### config.mk
export PLATFORM = sky130hd
export DESIGN_NAME = sdtq_cell
export DESIGN_NICKNAME = d
export VERILOG_FILES = /design/src/rtl/sdtq_pkg.sv /design/src/rtl/sdtq_cell.sv
export SDC_FILE = /design/constraint.sdc
export NUM_CORES = 1
export LEC_CHECK = 0
export ABC_AREA = 1
export BUFFER_PORTS_ARGS = -buffer_cell sky130_fd_sc_hd__clkbuf_2
export CAP_MARGIN = 20
export CORE_UTILIZATION = 40
export CTS_CLUSTER_DIAMETER = 120
export CTS_CLUSTER_SIZE = 30
export DETAILED_ROUTE_END_ITERATION = 8
export GPL_TIMING_DRIVEN = 0
export PLACE_DENSITY_LB_ADDON = 0.05
export SLEW_MARGIN = 20
export SYNTH_ARGS = -nofsm -noshare
export SYNTH_HDL_FRONTEND = slang
export SYNTH_SLANG_ARGS = --single-unit
### constraint.sdc
create_clock -name i_clk -period 6 [get_ports i_clk]
set_input_delay 0 -clock i_clk [delete_from_list [all_inputs] [get_ports i_clk]]
set_output_delay 0 -clock i_clk [all_outputs]
set_load 0.03 [all_outputs]
### src/rtl/sdtq_pkg.sv
// ============================================================================
// sdtq_pkg
// Shared types and constants of the sorted deadline timer queue.
// ============================================================================
package sdtq_pkg;

    localparam int TIME_W = 64;
    localparam int TAG_W = 16;
    localparam int DELAY_W = 32;
    localparam int TPS_W = 32;
    localparam int KIND_W = 2;

    // upper bound on expiry words per tick
    localparam int MAX_RESULTS = 16;
    localparam int RES_CNT_W = $clog2(MAX_RESULTS);

    typedef logic [TIME_W-1:0] t_time;
    typedef logic [TAG_W-1:0] t_tag;
    typedef logic [KIND_W-1:0] t_kind;

    // operation codes (s_axis_tuser)
    localparam logic OP_TICK = 1'b0;
    localparam logic OP_ADD = 1'b1;

    // result kinds (m_axis_tuser)
    localparam t_kind KIND_EXPIRED = 2'd0;
    localparam t_kind KIND_ADD_OK = 2'd1;
    localparam t_kind KIND_ADD_FULL = 2'd2;
    localparam t_kind KIND_IDLE_TICK = 2'd3;

    // register index (paddr[2])
    localparam logic REG_IDX_TPS = 1'b0;
    localparam logic [TPS_W-1:0] TPS_RESET = 32'd62500000;

    // per-cycle command broadcast to every cell
    typedef struct packed {
        logic insert;
        logic pop;
    } t_cell_ctl;

endpackage

### src/rtl/sdtq_cell.sv
// ============================================================================
// sdtq_cell
// One slot of the sorted queue: holds a deadline and a tag, shifts toward
// the tail on insert and toward the head on pop.
// ============================================================================
module sdtq_cell
    import sdtq_pkg::*;
(
    input  logic      i_clk,
    input  t_cell_ctl i_ctl,
    input  logic      i_occ,       // slot holds a live entry
    input  t_time     i_new_dl,
    input  t_tag      i_new_tag,
    input  logic      i_prev_ins,  // neighbor toward head also moves
    input  t_time     i_prev_dl,
    input  t_tag      i_prev_tag,
    input  t_time     i_next_dl,
    input  t_tag      i_next_tag,
    output logic      o_ins,
    output t_time     o_dl,
    output t_tag      o_tag
);

    t_time r_dl;
    t_tag  r_tag;

    // new entry belongs at or before this slot (ties stay behind)
    assign o_ins = !i_occ || (i_new_dl < r_dl);
    assign o_dl = r_dl;
    assign o_tag = r_tag;

    always_ff @(posedge i_clk) begin
        if (i_ctl.insert && o_ins) begin
            if (i_prev_ins) begin
                r_dl <= i_prev_dl;
                r_tag <= i_prev_tag;
            end else begin
                r_dl <= i_new_dl;
                r_tag <= i_new_tag;
            end
        end else if (i_ctl.pop) begin
            r_dl <= i_next_dl;
            r_tag <= i_next_tag;
        end
    end

endmodule

Word level (Yosys, flattened, before mapping)
Cells that the tools add are included.
- order comparisons: 1
- mux-type cells: 6
- reductions and logical operators: 4
- operator list (kind ; count):
    64-bit 2-to-1 mux ; 3
    64-bit < comparator ; 1
    16-bit 2-to-1 mux ; 3
    2-bit nonzero test ; 1
    1-bit logical AND ; 1
    1-bit zero test ; 1
    1-bit logical OR ; 1
- register bits after elaboration: 80
- bits of input ports: 245
- output and inout port bits: 81
- word-level logic and storage cells: 13

Logic depth before layout (Yosys ltp)
- depth after elaboration: 4
- mapped depth: 19
- gate-level depth less buffers: 18

Worst setup path after synthesis
OpenSTA, ideal clock, no wires.
- path kind: reg2reg
- from: register r_dl[55], in the netlist o_dl[55]
- to: register r_dl[0], in the netlist o_dl[0], enable pin
- setup time: 794 ps
- arrival: 3251 ps
- required time: 5206 ps
- slack: 1954 ps
- cell stages (with the launch flop): 13
- path buffers: 1
- period minus slack after synthesis: 4046 ps
- cells stage by stage: edfxtp_1 inv_1 ha_1 nand2_1 nor4_1 nand2_1 nor3b_1 nand2_1 nand2_1 nand2_4 nand2_8 buf_6 nand2_1
- cells in the longest elaborated chain, start to end: 4
- ends and longest elaborated chain (item ; RTL line ; RTL):
    start, declared ; sdtq_cell.sv:24 ; t_time r_dl;
    start signal, assigned ; sdtq_cell.sv:35 ; r_dl <= i_prev_dl;
    start signal, assigned ; sdtq_cell.sv:38 ; r_dl <= i_new_dl;
    start signal, assigned ; sdtq_cell.sv:42 ; r_dl <= i_next_dl;
    64-bit < comparator ; sdtq_cell.sv:28 ; assign o_ins = !i_occ || (i_new_dl < r_dl);
    1-bit logical OR ; sdtq_cell.sv:28 ;
    1-bit logical AND ; sdtq_cell.sv:33 ; if (i_ctl.insert && o_ins) begin
    2-bit nonzero test (no source line) ; n/a ;
Every way passes these cells.
A chain may end at the register's enable or synchronous reset.

Worst setup path after layout
- from: register r_dl[57], in the netlist o_dl[57]
- to: register r_dl[42], in the netlist o_dl[42], enable pin
The elaborated chain is that of the path after synthesis.

==> impl_metrics.py <==
metrics = {
    "layout": {
        "antenna_cells": 0,
        "finalNetCount": 1427,
        "postLayoutCellArea_um2": 9140,
        "post_route_cells_drive_above_1_share_pct": 38.9,
        "seqCellArea_um2": 2400,
        "final_cell_mix": "323 x clkbuf_2, 215 x nand2_1, 86 x nand3_1, 80 x dlygate4sd3_1, 80 x edfxtp_1",
        "fillers": 1391,
        "areaGrowthSynthToFinish_pct": 48.2,
        "layout_commonest_cell": "clkbuf_2",
        "multi_input_area_um2": 3290,
    },
    "global_route": {
        "grtUsageTotal_pct": 24.6,
        "antenna_found_initial": 0,
        "grt_first_pass_wirelength_um": 30300,
        "gr-total-overflow": 0,
        "grt_pass1_vias": 6010,
        "grt_max_degree": 50,
    },
    "sta": {
        "skew_ps": 11.0,
        "fmax_mhz": 327,
        "fin_worst_hold_slack_ps": 79.7,
        "final_hold_viol_count": 0,
        "slew_viol_final": 0,
        "fin_ws_ps": 2940,
        "final.period_utilization_pct": 50.9,
        "min_period_ps": 3060,
        "tns_ps": 0,
        "rsz0062_at_grt": "no",
        "setup_viol": 0,
        "worst_pin_slew_ps": 679,
        "slew_headroom_pct": 54.7,
    },
    "floorplan": {
        "rows": 45,
        "coreArea_um2": 15100,
        "pin_count": 326,
        "start_util_pct": 40.7,
        "die_w_um": 126,
        "dieHeight_um": 126,
        "design.die.area_um2": 15900,
    },
    "synthesis": {
        "ys_types": 21,
        "yosysTopAreaCellShare_pct": 38.9,
        "synth.net_count": 1012,
        "syn_area_per_cell_um2": 8.76,
        "synthAdderAreaFrac_pct": 12.8,
        "synth_top_family_by_area": "simple AND/OR/NAND/NOR gates",
        "synthesis.instances": 704,
        "synth.top_cells.by_area": "edfxtp_1 39%, mux2_2 14%, nand2_1 13%, ha_1 13%, nand3_1 7.0%",
        "ys_warn_count": 0,
        "synth_area_um2": 6170,
        "synth_seq_area_share_pct": 38.9,
        "ys_ff_latch": 80,
        "synth_area_leader_cell": "edfxtp_1",
        "synthMuxAreaShare_pct": 14.4,
        "synth-compound-area-share_pct": 3.37,
        "synthSimpleGateAreaFrac_pct": 22.7,
        "yosys.area_share.xor_xnor_pct": 0,
    },
    "power": {
        "p_leak_nw": 4.87,
        "power.density_nw_per_um2": 229,
        "power_mw": 2.09,
        "peakVddDrop_v": 0.000119,
    },
    "drt": {
        "drcViolationCount": 0,
        "drtIter0Drc": 259,
        "vias": 6259,
        "ant_nets": 0,
        "wirelength_um": 19600,
        "drt_pass1_iterations": 7,
        "wl_per_cell_um": 14.9,
        "vias_per_cell": 4.77,
    },
    "outcome": {
        "status": "finished, final reports clean",
    },
    "clocking": {
        "worstSkewPairLatency_ps": 350,
        "clk_pin_slew_ps": 70,
        "cts_made_buffers": 9,
        "cts_root_buffer": "clkbuf_16",
        "cts.sinks": 80,
        "cts_setup_buffers": 0,
        "cts_tree": "yes",
        "htreeDepth": 3,
        "cts.path.max_buffers": 2,
    },
    "critical_path": {
        "crit_fanout": 49,
        "arrival_ps": 3080,
        "worstPathRequired_ps": 6020,
        "endpoint_kind": "register",
        "critPathKind": "reg -> reg",
        "cp-start-kind": "register",
    },
    "place": {
        "gp_congestion": 0.782,
        "placed_cell_area_um2": 8060,
        "port_buffers": 323,
        "place_hpwl_um": 15000,
        "preCtsSetupSlack_ps": 2920,
    },
    "job": {
        "maxCapViolCount": 0,
    },
    "min_path": {
        "hold_class": "in -> reg",
    },
}
stage by stage:
step / util (%) / std cells
finish: 60.4 / 1312
global route: 60.4 / 1312
CTS: 60.4 / 1312
global placement: 53.0 / 1215
detailed placement: 53.2 / 1216
floorplan: - / 704
layout make-up:
class,instances,share of cell area [%]
flip-flops and latches,80,26.3
multi-input cells,514,36.0
plain buffers,34,2.16
inverters,76,3.12
clock buffers,9,2.46
well taps,188,2.57
repair buffers,404,26.7
clock inverters,7,0.684
state kept, by name, summed over array words and instances (netlist names):
| signal | cells |
|---|---|
| o_dl | 64 |
| o_tag | 16 |
power breakdown:
group	switching [mW]	total [mW]	internal, mW	leakage [nW]
Sequential	0.0341	0.751	0.717	0.822
Combinational	0.479	0.788	0.309	3.91
Clock	0.236	0.554	0.318	0.136
Total	0.749	2.09	1.34	4.87
repair_timing:
item	4_1_cts	5_1_grt
gates resized for setup	0	0
hold buffers	80	0
setup endpoints to repair	0	0
endpoints found under the hold margin	80	0
routing by layer:
metal | up-vias | global-route usage, % | routed length (um) | share of wire, %
met3 | 22 | 4.80 | 1230 | 6.3
met2 | 223 | 44.4 | 9750 | 50
met4 | 0 | 9.21 | 383 | 2.0
met5 | - | 0 | 0 | 0
li1 | 3221 | - | - | -
met1 | 2793 | 28.9 | 8210 | 42
worst max-delay path: stages, from the launching register on:
cell and delay, ps:
edfxtp_1 380, inv_1 70, ha_1 240, a21oi_1 160, o21ai_0 110, a21oi_1 150, nand2_1 130, a21oi_1 140
nand2_1 100, nand2_4 170, nand2_8 130, buf_6 200, nand2_4 380, buf_16 320
kinds of logic (layout without fill, tap and decap cells):
| group | count (synthesis) | in the layout |
|---|---|---|
| AND/OR/NAND/NOR | 331 | 331 |
| buffers and inverters | 110 | 530 |
| flip-flops | 80 | 80 |
| multiplexers | 79 | 79 |
| adder cells (fa/ha/maj) | 63 | 63 |
| AO/OA/AOI/OAI | 41 | 41 |
final timing paths:
kind | startpoint | endpoint | slack (ps) | cells after the start
worst max-delay path | o_dl[57] | o_dl[42] | 2940 | 13
worst min-delay path | i_prev_tag[9] | o_tag[9] | 80 | 4
worst max register to register | o_dl[57] | o_dl[42] | 2940 | 13
worst min register to register | o_dl[30] | o_dl[63] | 1370 | 11
synthesized netlist by cell type (all sizes together):
cell	n
nand2	218
nand3	86
edfxtp	80
mux2	79
inv	76
ha	63
a21oi	30
buf	25
nor2	18
o21ai	10
clkbuf	9
nor3	4
nand4	3
nor3b	1
nor4	1
o21a	1
Power figures use the tool's default switching activity.
